File: src/hw/rtl/szsd_pkg.sv
`timescale 1ns / 1ps
// Package for the short zero-sum detector: group constants, payload and command types,
// and the group arithmetic helpers. No dependencies.
package szsd_pkg;

   localparam int MAX_WEIGHT = 5;
   localparam int MODULUS    = 5;
   localparam int GROUP_SIZE = MODULUS * MODULUS * MODULUS;
   localparam int PLANE_SIZE = MODULUS * MODULUS;
   localparam int COORD_IN_W = 3;
   localparam int COORD_W    = $clog2(MODULUS);
   localparam int GROUP_W    = $clog2(GROUP_SIZE);
   localparam int LAYER_W    = (MAX_WEIGHT > 1) ? $clog2(MAX_WEIGHT) : 1;

   typedef logic [COORD_W-1:0]    coord_type;
   typedef logic [GROUP_W-1:0]    group_index_type;
   typedef logic [GROUP_SIZE-1:0] group_set_type;
   typedef logic [LAYER_W-1:0]    layer_idx_type;

   localparam layer_idx_type LAST_LAYER = LAYER_W'(MAX_WEIGHT - 1);

   typedef struct packed {
      logic [COORD_IN_W-1:0] coord_x;
      logic [COORD_IN_W-1:0] coord_y;
      logic [COORD_IN_W-1:0] coord_z;
      logic                  last_element;
   } req_payload_type;

   typedef struct packed {
      logic zero_sum_found;
      logic sequence_end;
   } rsp_payload_type;

   typedef enum logic [1:0] {
      ST_IDLE,
      ST_CHECK,
      ST_UPDATE,
      ST_DONE
   } ctrl_state_type;

   typedef struct packed {
      logic          load_item;
      logic          check;
      logic          update;
      logic          emit;
      layer_idx_type layer_idx;
   } dp_cmd_type;

   typedef struct packed {
      logic hit;
      logic flag;
   } dp_status_type;

   // Reduce a raw 3-bit coordinate modulo MODULUS.
   function automatic coord_type coord_reduce(input logic [COORD_IN_W-1:0] raw);
      logic [COORD_IN_W-1:0] v;
      v = raw;
      for (int i = 0; i < (1 << COORD_IN_W); i++) begin
         if (v >= COORD_IN_W'(MODULUS)) v = v - COORD_IN_W'(MODULUS);
      end
      return COORD_W'(v);
   endfunction

   function automatic coord_type coord_neg(input coord_type c);
      if (c == '0) return '0;
      return COORD_W'(MODULUS) - c;
   endfunction

   // (a - b) mod MODULUS for reduced coordinates.
   function automatic coord_type coord_sub(input coord_type a, input coord_type b);
      logic [COORD_W:0] t;
      t = {1'b0, a} + (COORD_W + 1)'(MODULUS) - {1'b0, b};
      if (a >= b) return a - b;
      return COORD_W'(t);
   endfunction

   function automatic group_index_type elem_index(input coord_type x, input coord_type y,
                                                  input coord_type z);
      return GROUP_W'((int'(x) * MODULUS + int'(y)) * MODULUS + int'(z));
   endfunction

   // Translate a set of group elements by (x, y, z): bit t takes bit t - v.
   // Done one coordinate at a time, each a MODULUS-way select per bit.
   function automatic group_set_type shift_set(input group_set_type s, input coord_type x,
                                               input coord_type y, input coord_type z);
      group_set_type a;
      group_set_type b;
      group_set_type r;
      for (int i = 0; i < GROUP_SIZE; i++) begin
         a[i] = s[(i / MODULUS) * MODULUS
                  + int'(coord_sub(COORD_W'(i % MODULUS), z))];
      end
      for (int i = 0; i < GROUP_SIZE; i++) begin
         b[i] = a[(i / PLANE_SIZE) * PLANE_SIZE
                  + int'(coord_sub(COORD_W'((i / MODULUS) % MODULUS), y)) * MODULUS
                  + (i % MODULUS)];
      end
      for (int i = 0; i < GROUP_SIZE; i++) begin
         r[i] = b[int'(coord_sub(COORD_W'(i / PLANE_SIZE), x)) * PLANE_SIZE
                  + (i % PLANE_SIZE)];
      end
      return r;
   endfunction

endpackage

File: src/hw/rtl/szsd_ctrl.sv
`timescale 1ns / 1ps
// Controller of the short zero-sum detector: sequencing state machine, layer counter
// and result valid. Depends on szsd_pkg.
module szsd_ctrl (
   input  logic                  clock,
   input  logic                  reset,
   input  logic                  req_valid,
   output logic                  req_stall,
   output logic                  rsp_valid,
   input  logic                  rsp_stall,
   input  szsd_pkg::dp_status_type status,
   output szsd_pkg::dp_cmd_type    cmd
);
   import szsd_pkg::*;

   ctrl_state_type state_ff, state_in;
   layer_idx_type  cnt_ff, cnt_in;
   logic           rsp_valid_ff, rsp_valid_in;
   logic           out_free;

   always_ff @(posedge clock) begin
      if (reset) begin
         state_ff     <= ST_IDLE;
         cnt_ff       <= '0;
         rsp_valid_ff <= 1'b0;
      end else begin
         state_ff     <= state_in;
         cnt_ff       <= cnt_in;
         rsp_valid_ff <= rsp_valid_in;
      end
   end

   always_comb begin
      out_free      = !rsp_valid_ff || !rsp_stall;
      state_in      = state_ff;
      cnt_in        = cnt_ff;
      cmd           = '0;
      cmd.layer_idx = cnt_ff;
      req_stall     = 1'b1;
      case (state_ff)
         ST_IDLE: begin
            req_stall = 1'b0;
            if (req_valid) begin
               cmd.load_item = 1'b1;
               state_in      = ST_CHECK;
            end
         end
         ST_CHECK: begin
            cmd.check = !status.flag;
            if (status.flag || status.hit) begin
               state_in = ST_DONE;
            end else begin
               cnt_in   = '0;
               state_in = ST_UPDATE;
            end
         end
         ST_UPDATE: begin
            cmd.update = 1'b1;
            if (cnt_ff == LAST_LAYER) begin
               state_in = ST_DONE;
            end else begin
               cnt_in = cnt_ff + 1'b1;
            end
         end
         ST_DONE: begin
            if (out_free) begin
               cmd.emit  = 1'b1;
               req_stall = 1'b0;
               if (req_valid) begin
                  cmd.load_item = 1'b1;
                  state_in      = ST_CHECK;
               end else begin
                  state_in = ST_IDLE;
               end
            end
         end
         default: begin
            state_in = ST_IDLE;
         end
      endcase
      // Hold while stalled, drop once taken, set on a new result.
      rsp_valid_in = cmd.emit ? 1'b1 : (rsp_stall ? rsp_valid_ff : 1'b0);
   end

   assign rsp_valid = rsp_valid_ff;

endmodule

File: config.mk
export PLATFORM = sky130hd
export DESIGN_NAME = szsd_ctrl
export DESIGN_NICKNAME = d
export VERILOG_FILES = /design/src/hw/rtl/szsd_pkg.sv /design/src/hw/rtl/szsd_ctrl.sv
export SDC_FILE = /design/constraint.sdc
export NUM_CORES = 1
export LEC_CHECK = 0
export BUFFER_PORTS_ARGS = -buffer_cell sky130_fd_sc_hd__buf_2
export CORE_AREA = 2 2 39 41
export CTS_BUF_LIST = sky130_fd_sc_hd__clkbuf_16
export DETAILED_ROUTE_END_ITERATION = 10
export DIE_AREA = 0 0 41 43
export SETUP_SLACK_MARGIN = 0.05
export SYNTH_ARGS = -nofsm -noshare
export SYNTH_HDL_FRONTEND = slang
export SYNTH_SLANG_ARGS = --single-unit
File: constraint.sdc
create_clock -name clock -period 1.8 [get_ports clock]
set_input_delay 0.09 -clock clock [delete_from_list [all_inputs] [get_ports clock]]
set_output_delay 0.09 -clock clock [all_outputs]
set_load 0.05 [all_outputs]
## Word-level counts from Yosys, hierarchy flattened

Index checks and enable logic that the tools add are counted.

| storage, ports and cells | value |
|---|---|
| register bits | 6 |
| bits of input ports | 6 |
| output and inout port bits | 9 |
| logic and storage cells | 43 |

| operators by class | value |
|---|---|
| $add $sub $neg | 1 |
| eq/ne operators | 10 |
| multiplexer cells | 20 |
| reduce and logical (&&, ||, !) cells | 9 |

Operator list:

| cell | number |
|---|---|
| 1-bit 2-to-1 mux | 11 |
| 2-bit != test (second input constant) | 5 |
| 2-bit one-hot mux with 4 select lines | 1 |
| 2-bit 2-to-1 mux | 3 |
| 3-bit 2-to-1 mux | 2 |
| 3-bit one-hot mux with 2 select lines | 1 |
| 3-bit AND reduction | 2 |
| 2-bit equality test (second input constant) | 2 |
| 1-bit one-hot mux with 2 select lines | 2 |
| 3-bit by 1-bit adder with 3-bit output (second input constant) | 1 |
| 3-bit equality test (second input constant) | 1 |
| 1-bit zero test | 3 |
| 2-bit by 1-bit equality test with 1-bit output (second input constant) | 1 |
| 2-bit zero test | 1 |
| 1-bit logical OR | 2 |
| 2-bit by 1-bit != test with 1-bit output (second input constant) | 1 |
| 2-bit nonzero test | 1 |

## Depth between registers and ports, before layout

Gate-level depths: netlist of the first run.

| logic depth | value |
|---|---|
| depth after elaboration | 5 |
| gate-level depth with buffers | 5 |
| mapped depth without buffers | 5 |

## Worst setup path before layout of the first run

Ideal clock, no wire load.

| timing | value |
|---|---|
| path kind | register to output |
| start | reg state_ff[0] |
| end | out cmd[6] in the netlist's numbering |
| arrival | 1.877 ns |
| required time | 1.710 ns |
| path slack | -0.167 ns |
| cell stages (with the launch flop) | 4 |
| buffers on the path | 0 |
| cells stage by stage | dfxtp_1 -> inv_1 -> ha_1 -> nor3_1 |

RTL lines:

| what | RTL line | text |
|---|---|---|
| start: declaration | szsd_ctrl.sv:16 | `ctrl_state_type state_ff, state_in;` |
| start signal: assignment | szsd_ctrl.sv:27 | `state_ff <= state_in;` |
| end: declaration | szsd_ctrl.sv:12 | `output szsd_pkg::dp_cmd_type cmd` |

==> results of run 1 <==
-- registers in the layout, summed over array words and instances, names as in the netlist --
name       flops
cnt_ff         3
rsp_valid      1
state_ff       2
-- cell type report --
cell class,count,area share (%)
Multi-Input combinational cell,42,51.6
Clock buffer,3,11.8
Sequential cell,6,18.9
Tap cell,16,3.15
Inverter,6,3.54
Timing Repair Buffer,14,11.0
-- critical path, stage by stage (launching register included) --
cell,delay [ps]
dfxtp_1,410
inv_1,130
ha_1,340
nor3_2,180
buf_2,280
-- power groups by stage --
stage | clock (µW) | sequential [µW] | combinational, µW
after floorplan | 0 | 208 | 445
after global placement | 0 | 194 | 567
after detailed placement | 0 | 198 | 560
after CTS | 364 | 196 | 563
after global routing | 372 | 201 | 604
final | 357 | 197 | 560
-- routing by layer --
metal | up-vias | track usage [%] | wire length (µm)
met5 | - | 0 | 0
met4 | 0 | 12.0 | 29
met3 | 4 | 3.14 | 42
met2 | 8 | 17.2 | 443
met1 | 206 | 16.2 | 441
li1 | 231 | - | -
-- how the worst max path moves through the flow --
stage / cells past startpoint / to / slack, ps / start
3_5_place_dp: 5 / cnt_ff[2]$_SDFFE_PP0P_ / 190 / state_ff[1]$_SDFFE_PP0P_
6_report: 4 / cmd[6] / 150 / state_ff[0]$_SDFFE_PP0P_
4_1_cts: 4 / cmd[6] / 150 / state_ff[0]$_SDFFE_PP0P_
3_3_place_gp: 5 / cnt_ff[2]$_SDFFE_PP0P_ / 220 / state_ff[1]$_SDFFE_PP0P_
5_1_grt: 5 / cnt_ff[2]$_SDFFE_PP0P_ / 80 / state_ff[0]$_SDFFE_PP0P_
2_1_floorplan: 5 / cnt_ff[2]$_SDFFE_PP0P_ / 120 / cnt_ff[0]$_SDFFE_PP0P_
-- per-stage QoR --
step | power, µW | hold WS [ps] | cells | setup slack [ps]
detailed placement | 758 | 296 | 84 | 194
floorplan | 653 | 159 | 55 | 123
finish | 1110 | 57.6 | 87 | 151
global route | 1180 | 67.3 | 87 | 79.9
global placement | 762 | 293 | 84 | 221
CTS | 1120 | 58.4 | 87 | 153
-- cell usage after synthesis --
| cell | count |
|---|---|
| inv_1 | 6 |
| o311ai_0 | 2 |
| a221oi_1 | 1 |
| nand3_1 | 3 |
| ha_1 | 9 |
| nor2b_1 | 2 |
| and3_1 | 2 |
| or4_1 | 1 |
| o21a_4 | 1 |
| nor3_1 | 1 |
| nand2_1 | 6 |
| mux2i_1 | 2 |
| o41ai_1 | 3 |
| o21ai_0 | 2 |
| and2_1 | 1 |
| a211o_1 | 1 |
| a21oi_1 | 3 |
| dfxtp_1 | 6 |
| buf_4 | 1 |
| nor2_1 | 2 |
-- kinds of logic (layout without fill, tap and decap cells) --
logic type | after synthesis | count (layout)
AOI/OAI and AO/OA | 13 | 13
adders and majority gates | 9 | 9
buffers and inverters | 7 | 23
DFF | 6 | 6
muxes | 2 | 2
and+or+nand+nor | 18 | 18
==> qor.yml, run 1 <==
yosys.area_share.adder_pct: 23.8
grt_setup_unrepaired: "false"
syn2layout_area_growth_pct: 34.4
num_vias: 449
gp_congestion: 0.702
rr_endpoint: "cnt_ff[2]$_SDFFE_PP0P_"
cts_tree: "done"
wirelength_um: 957
drtIter0Drc: 2
drt-pass1-iter-count: 4
maxCapViolCount: 0
layout_commonest_cell: "buf_2"
num_rows: 14
overflow: 0
vias_per_cell: 5.16
reg2regPathDepth: 5
final_max_slew_viol_count: 0
synthXorXnorAreaFrac_pct: 0
hold_viol_final: 0
drc_errors: 0
arrival_ps: 1560
core_area_um2: 1380
p_per_area_nw_per_um2: 1750
postCtsHoldBufs: 0
utilization_pct: 45.9
synthSimpleGateAreaFrac_pct: 18.8
final_cell_mix: "buf_2, ha_1, nand2_1, inv_1, dfxtp_1"
hp-class: "primary input to flop"
seqCellArea_um2: 120
fill_cells: 136
ioPinCount: 15
synth_area_leaders: "dfxtp_1, ha_1, o41ai_1"
cts_setup_buffers: 0
nNetsFinal: 88
avgSynthCellArea_um2: 8.60
crit_fanout: 5
grt_pass1_wl_um: 1500
synth_top_area_cell: "dfxtp_1"
start_util_pct: 34.2
grt_util_all_layers_pct: 13.0
ant_nets: 0
worst_pin_slew_ps: 450
cts_sinks: 6
path_clk_slew_ps: 30
cts.path.max_buffers: 2
p_clk_share_pct: 32.1
cp.required_ps: 1710
critPathLaunchType: "flop"
yosysSeqAreaShare_pct: 25.4
synth_compound_area_share_pct: 21.4
skew_ps: 0.0900
ys_types: 20
yosysWarnings: 0
wl_per_cell_um: 11.0
die_y_um: 43
n_antenna_cell: 0
hold_start: "reset"
grt_pass1_vias: 386
max_freq_mhz: 606
ctsHtreeMaxLevel: 1
place_hpwl_um: 744
place_area_um2: 561
die_x_um: 41
outcome: "complete, no violations"
hold_depth: 2
finalSetupViolCount: 0
finalSetupTns_ps: 0
switchingPower_uw: 493
p_comb_share_pct: 50.3
numPortBuffers: 14
irDropWorstVdd_mv: 0.799
design_area_um2: 636
synthMuxAreaShare_pct: 4.23
multiInputGateArea_um2: 328
cts-buffers-inserted: 3
hold_end: "cnt_ff[2]$_SDFFE_PP0P_"
antenna_found_initial: 0
worstSkewPairLatency_ps: 230
p_int_uw: 621
pwr-share-seq_pct: 17.7
swShare_pct: 44.2
r2r_slack_ps: 180
syn_nets: 70
synth_area_um2: 473
relSlewSlack_pct: 70.0
crit_type: "flop to output port"
fin_crit_sh_pct: 91.6
r2r-start: "state_ff[1]$_SDFFE_PP0P_"
post-route-min-period_ps: 1650
ys_seq_elements: 6
synth_top_area_share_pct: 25.4
fp.dieArea_um2: 1760
post_route_cells_drive_above_1_share_pct: 26.8
endpoint_kind: "output port"
root_buffer: "clkbuf_16"
syn_inst: 55
post_cts_resized: 0
grt_start_max_net_pins: 9
p_leak_uw: 0.000312
synth_top_family_by_area: "adder cells"
Note: power is estimated with default switching activity, not from simulation.
==> inputs of run 2 (changes only) <==
HOLD_SLACK_MARGIN = 0.1   (was default)
==> run 2 against run 1 <==
Register-to-register slack hardly changed. Clock power about the same. Via count decreased by 0.45%. First-iteration DRC count down 100%. Fmax is 0.88% higher. Setup slack improved by 14 ps. Count of clock-buffer cells in the layout stayed put. Power up 0.11%. Cell area up 1.6%. Critical path depth stayed put. Critical path type unchanged. Critical endpoint unchanged. Largest cell class unchanged.
==> qor.yml, run 2 (same netlist as run 1, synthesis figures left out) <==
hp-class: "primary input to flop"  # unchanged
drt-pass1-iter-count: 1  # was 4
drc_errors: 0  # unchanged
fin_crit_sh_pct: 90.8  # was 91.6%
finalWorstSetupSlack_ps: 165  # was 151 ps
utilization_pct: 46.7  # was 45.9%
wl_met1_um: 450  # was 441 µm
cp_slowest_stage_delay_ps: 400  # was 410 ps
syn2layout_area_growth_pct: 36.5  # was 34.4%
ctsHtreeMaxLevel: 1  # unchanged
wl_met3_um: 42  # unchanged
final_max_slew_viol_count: 0  # unchanged
antenna_found_initial: 0  # unchanged
crit_path_top_delay_cell: "dfxtp_1"  # unchanged
path_clk_slew_ps: 30  # about the same
crit_type: "flop to output port"  # unchanged
core_area_um2: 1380  # unchanged
cts_tree: "done"  # unchanged
hold_start: "rsp_stall"  # was reset
skew_ps: 0.185  # was 0.0900 ps
irDropWorstVdd_mv: 0.800  # was 0.799 mV
arrival_ps: 1540  # was 1560 ps
n_antenna_cell: 0  # unchanged
start_util_pct: 34.2  # unchanged
critical-path-top-delay-family: "flip-flops"  # was buffers and inverters
endpoint_kind: "output port"  # unchanged
maxCapViolCount: 0  # unchanged
critPathLaunchType: "flop"  # unchanged
max_flop_register: "cnt_ff"  # unchanged
ioPinCount: 15  # unchanged
cts_sinks: 6  # unchanged
grt_pass1_wl_um: 1570  # was 1500 µm
nNetsFinal: 89  # was 88
finalSetupTns_ps: 0  # unchanged
p_total_uw: 1120  # was 1110 µW
post-route-min-period_ps: 1630  # was 1650 ps
top_layer: "met4"  # unchanged
crit_fanout: 5  # unchanged
largest_reg_flops: 3  # unchanged
fp.dieArea_um2: 1760  # unchanged
finalSetupViolCount: 0  # unchanged
cts_setup_buffers: 0  # unchanged
grt_setup_unrepaired: "false"  # unchanged
wirelength_um: 995  # was 957 µm
crit_buf_inv: 2  # unchanged
ant_nets: 0  # unchanged
num_vias: 447  # was 449
dp.cells: 84  # unchanged
p_per_area_nw_per_um2: 1730  # was 1750 nW/µm²
place_hpwl_um: 744  # unchanged
p_leak_uw: 0.000316  # was 0.000312 µW
cp.required_ps: 1710  # about the same
grt_pass1_vias: 388  # was 386
grt_util_all_layers_pct: 13.6  # was 13.0%
met2RoutedLength_um: 471  # was 443 µm
outcome: "complete, no violations"  # unchanged
overflow: 0  # unchanged
relSlewSlack_pct: 70.0  # about the same
layout_commonest_cell: "buf_2"  # unchanged
num_rows: 14  # unchanged
wl_per_cell_um: 11.3  # was 11.0 µm
post_route_cells_drive_above_1_share_pct: 26.4  # was 26.8%
numPortBuffers: 14  # unchanged
final_cell_mix: "buf_2, ha_1, nand2_1, inv_1, dfxtp_1"  # unchanged
hold_viol_final: 0  # unchanged
worstSkewPairLatency_ps: 230  # about the same
max_freq_mhz: 612  # was 606 MHz
gp_congestion: 0.702  # unchanged
cts.path.max_buffers: 2  # unchanged
grt_start_max_net_pins: 9  # unchanged
path_cells: "inv_1 > ha_1 > nor3_2 > buf_2"  # unchanged
final_cells: 88  # was 87
root_buffer: "clkbuf_16"  # unchanged
cp-startpoint: "state_ff[0]$_SDFFE_PP0P_"  # unchanged
worst_pin_slew_ps: 451  # was 450 ps
r2r-start: "state_ff[1]$_SDFFE_PP0P_"  # unchanged
post_cts_resized: 0  # unchanged
die_y_um: 43  # unchanged
drtIter0Drc: 0  # was 2
place_worst_setup_slack_ps: 194  # unchanged
die_x_um: 41  # unchanged
cts-buffers-inserted: 3  # unchanged
vias_per_cell: 5.08  # was 5.16
==> run 2: worst reg2reg max path, cell delays in order (launching register included) <==
cell and delay (ps):
dfxtp_1 420, inv_1 110, ha_1 230, o21a_4 150, or4_1 510, a21oi_1 140
==> run 2: area by class of cell <==
cell class / count / area, µm²
fillers: 135 / 738
flip-flops and latches: 6 / 120
multi-input cells: 42 / 328
well taps: 16 / 20.0
repair buffers: 15 / 80.1
clock buffers: 3 / 75.1
inverters: 6 / 22.5
==> run 2: path summary, 6_finish.rpt <==
check	to	slack [ps]	depth (start not counted)
setup reg to reg	cnt_ff[2]$_SDFFE_PP0P_	180	5
hold / removal	rsp_valid$_SDFFE_PP0P_	150	3
setup / recovery	cmd[6]	170	4
hold reg to reg	cnt_ff[2]$_SDFFE_PP0P_	520	2
==> run 2: routing by layer <==
| metal | vias to the layer above | global-route usage, % |
|---|---|---|
| li1 | 234 | - |
| met1 | 201 | 16.8 |
| met4 | 0 | 12.0 |
| met2 | 8 | 18.4 |
| met5 | - | 0 |
| met3 | 4 | 3.14 |
==> run 2: through the flow <==
stage	hold slack, ps	area, µm²
final	149	646
after global routing	184	646
after CTS	156	646
after detailed placement	296	561
after global placement	293	561
after floorplan	159	478
==> run 2: power breakdown <==
part / switching [µW] / internal, µW / leakage, µW
sequential: 35.6 / 160 / 0.0000488
combinational: 384 / 178 / 0.000230
clock: 72.9 / 285 / 0.0000370
total: 493 / 623 / 0.000316
==> run 2: repair_timing <==
| item | in CTS | in global routing |
|---|---|---|
| hold buffers | 1 | 0 |
| endpoints found under the hold margin | 2 | 0 |
| setup endpoints to repair | 0 | 0 |
==> inputs of run 3 (changes only) <==
CELL_PAD_IN_SITES_DETAIL_PLACEMENT = 1   (was default)
CELL_PAD_IN_SITES_GLOBAL_PLACEMENT = 1   (was default)
CORE_AREA = default   (was 2 2 39 41)
CORE_UTILIZATION = 34   (was default)
DIE_AREA = default   (was 0 0 41 43)
PLACE_DENSITY_LB_ADDON = 0.1   (was default)
==> run 3 against run 2 <==
Combinational power is 5.5% higher. Flip-flop and latch count unchanged. Die area shrank 12%. Clock power hardly changed. Hold slack worse by 0.91 ps. Clock skew up 2.1 ps. Global-route usage increased by 4.2 points. Utilization rose by 3.4 points. Cell count did not move. Critical path depth rose by 1. Largest cell class unchanged.
==> qor.yml, run 3 (same netlist as run 1, synthesis figures left out) <==
outcome: "complete, no violations"  # unchanged
crit_buf_inv: 1  # was 2
fill_cells: 164  # was 135
r2r-start: "state_ff[1]$_SDFFE_PP0P_"  # unchanged
n_antenna_cell: 0  # unchanged
crit_type: "flop to flop"  # was flop to output port
maxCapViolCount: 0  # unchanged
drtIter0Drc: 7  # was 0
hold_depth: 3  # unchanged
p_int_uw: 640  # was 623 µW
antenna_found_initial: 0  # unchanged
grt_pass1_vias: 419  # was 388
ant_nets: 0  # unchanged
layout_commonest_cell: "buf_2"  # unchanged
pwr-share-seq_pct: 17.1  # was 17.6%
start_util_pct: 36.3  # was 34.2%
path_clk_slew_ps: 30  # about the same
swShare_pct: 44.2  # about the same
cts_sinks: 6  # unchanged
crit_path_top_delay_cell: "or4_1"  # was dfxtp_1
root_buffer: "clkbuf_16"  # unchanged
cts-buffers-inserted: 3  # unchanged
cp.required_ps: 1960  # was 1710 ps
dp.cells: 84  # unchanged
cp_slowest_stage_delay_ps: 490  # was 400 ps
critPathLaunchType: "flop"  # unchanged
cts_tree: "done"  # unchanged
core_area_um2: 1300  # was 1380 µm²
fp.dieArea_um2: 1540  # was 1760 µm²
fin_crit_sh_pct: 90.8  # about the same
arrival_ps: 1790  # was 1540 ps
ioPinCount: 15  # unchanged
multiInputGateArea_um2: 328  # unchanged
critical-path-top-delay-family: "simple AND/OR/NAND/NOR gates"  # was flip-flops
post_route_cells_drive_above_1_share_pct: 27.4  # was 26.4%
finalSetupViolCount: 0  # unchanged
largest_reg_flops: 3  # unchanged
wl_per_cell_um: 12.8  # was 11.3 µm
final_cells: 88  # unchanged
syn2layout_area_growth_pct: 37.8  # was 36.5%
worst_pin_slew_ps: 352  # was 451 ps
num_vias: 460  # was 447
hold_start: "rsp_stall"  # unchanged
num_rows: 13  # was 14
path_cells: "inv_1 > ha_1 > o21a_4 > or4_1 > a21oi_1"  # was inv_1 > ha_1 > nor3_2 > buf_2
p_leak_uw: 0.000322  # was 0.000316 µW
wirelength_um: 1130  # was 995 µm
crit_fanout: 7  # was 5
hold_end: "rsp_valid$_SDFFE_PP0P_"  # unchanged
place_hpwl_um: 925  # was 744 µm
irDropWorstVdd_mv: 0.798  # was 0.800 mV
grt_setup_unrepaired: "false"  # unchanged
max_flop_register: "cnt_ff"  # unchanged
grt_pass1_wl_um: 1810  # was 1570 µm
grt_start_max_net_pins: 9  # unchanged
reg2regPathDepth: 5  # unchanged
rr_endpoint: "cnt_ff[2]$_SDFFE_PP0P_"  # unchanged
die_x_um: 39.3  # was 41 µm
vias_per_cell: 5.23  # was 5.08
p_per_area_nw_per_um2: 1760  # was 1730 nW/µm²
relSlewSlack_pct: 76.5  # was 70.0%
finalSetupTns_ps: 0  # unchanged
final_cell_mix: "buf_2, ha_1, nand2_1, inv_1, dfxtp_1"  # unchanged
fin_hold_ws_ps: 148  # was 149 ps
gp_congestion: 0.685  # was 0.702
die_y_um: 39.3  # was 43 µm
cts.path.max_buffers: 2  # unchanged
worstSkewPairLatency_ps: 230  # about the same
nNetsFinal: 90  # was 89
overflow: 0  # unchanged
drc_errors: 0  # unchanged
ctsHtreeMaxLevel: 1  # unchanged
numPortBuffers: 14  # unchanged
final_max_slew_viol_count: 0  # unchanged
grt_util_all_layers_pct: 17.8  # was 13.6%
p_clk_share_pct: 31.2  # was 32.1%
switchingPower_uw: 508  # was 493 µW
hp-class: "primary input to flop"  # unchanged
hold_viol_final: 0  # unchanged
p_comb_share_pct: 51.7  # was 50.4%
drt-pass1-iter-count: 3  # was 1
skew_ps: 2.26  # was 0.185 ps
seqCellArea_um2: 120  # unchanged
max_freq_mhz: 612  # about the same
r2r_slack_ps: 170  # was 180 ps
endpoint_kind: "flop"  # was output port
post-route-min-period_ps: 1630  # about the same
## run 3: cell types whose count changed in the layout (fill, tap and decap cells not counted)
cell / before / now
o311ai_1: 0 / 1
o311ai_0: 2 / 1
buf_4: 0 / 1
## run 3: power groups by stage
| stage | clock [µW] | combinational [µW] | sequential [µW] |
|---|---|---|---|
| after floorplan | 0 | 445 | 208 |
| after global placement | 0 | 593 | 196 |
| after detailed placement | 0 | 596 | 199 |
| after CTS | 364 | 598 | 197 |
| after global routing | 373 | 650 | 201 |
| final | 358 | 593 | 197 |
## run 3: cell type report
type,count,area share [%]
Multi-Input combinational cell,42,50.3
Sequential cell,6,18.4
Timing Repair Buffer,16,13.4
Clock buffer,3,11.5
Inverter,6,3.45
Tap cell,15,2.88
## run 3: how the worst max path moves through the flow
stage | slack [ps] | to | from | cells after the start
after CTS | 160 | cmd[6] | state_ff[0]$_SDFFE_PP0P_ | 4
final | 170 | cnt_ff[2]$_SDFFE_PP0P_ | state_ff[1]$_SDFFE_PP0P_ | 5
after global placement | 200 | cnt_ff[2]$_SDFFE_PP0P_ | state_ff[1]$_SDFFE_PP0P_ | 5
after floorplan | 120 | cnt_ff[2]$_SDFFE_PP0P_ | cnt_ff[0]$_SDFFE_PP0P_ | 5
after detailed placement | 160 | cnt_ff[2]$_SDFFE_PP0P_ | state_ff[1]$_SDFFE_PP0P_ | 5
after global routing | 80 | cnt_ff[2]$_SDFFE_PP0P_ | state_ff[1]$_SDFFE_PP0P_ | 5
## run 3: worst register-to-register path: stages (launching register included)
cell	delay (ps)
dfxtp_1	420
inv_1	120
ha_1	240
o21a_4	160
or4_1	490
a21oi_1	130
## run 3: timing repair
item,CTS,global route
endpoints found under the hold margin,2,0
gates resized for setup,0,1
hold buffers,1,0
setup endpoints to repair,0,1
setup buffers,0,0
## run 3: metal layers
layer	track usage, %	wire, µm	up-vias
li1	-	-	235
met1	25.2	584	212
met2	23.3	482	11
met3	5.11	44	2
met4	10.3	18	0
met5	0	0	-
## run 3: per-stage QoR
| stage | utilization (%) | cell area [µm²] | power, µW | setup WS, ps |
|---|---|---|---|---|
| after floorplan | - | 478 | 653 | 123 |
| after global placement | 43.6 | 567 | 790 | 204 |
| after detailed placement | 43.6 | 567 | 795 | 158 |
| after CTS | 50.1 | 652 | 1160 | 165 |
| after global routing | 50.1 | 652 | 1220 | 76.2 |
| final | 50.1 | 652 | 1150 | 165 |
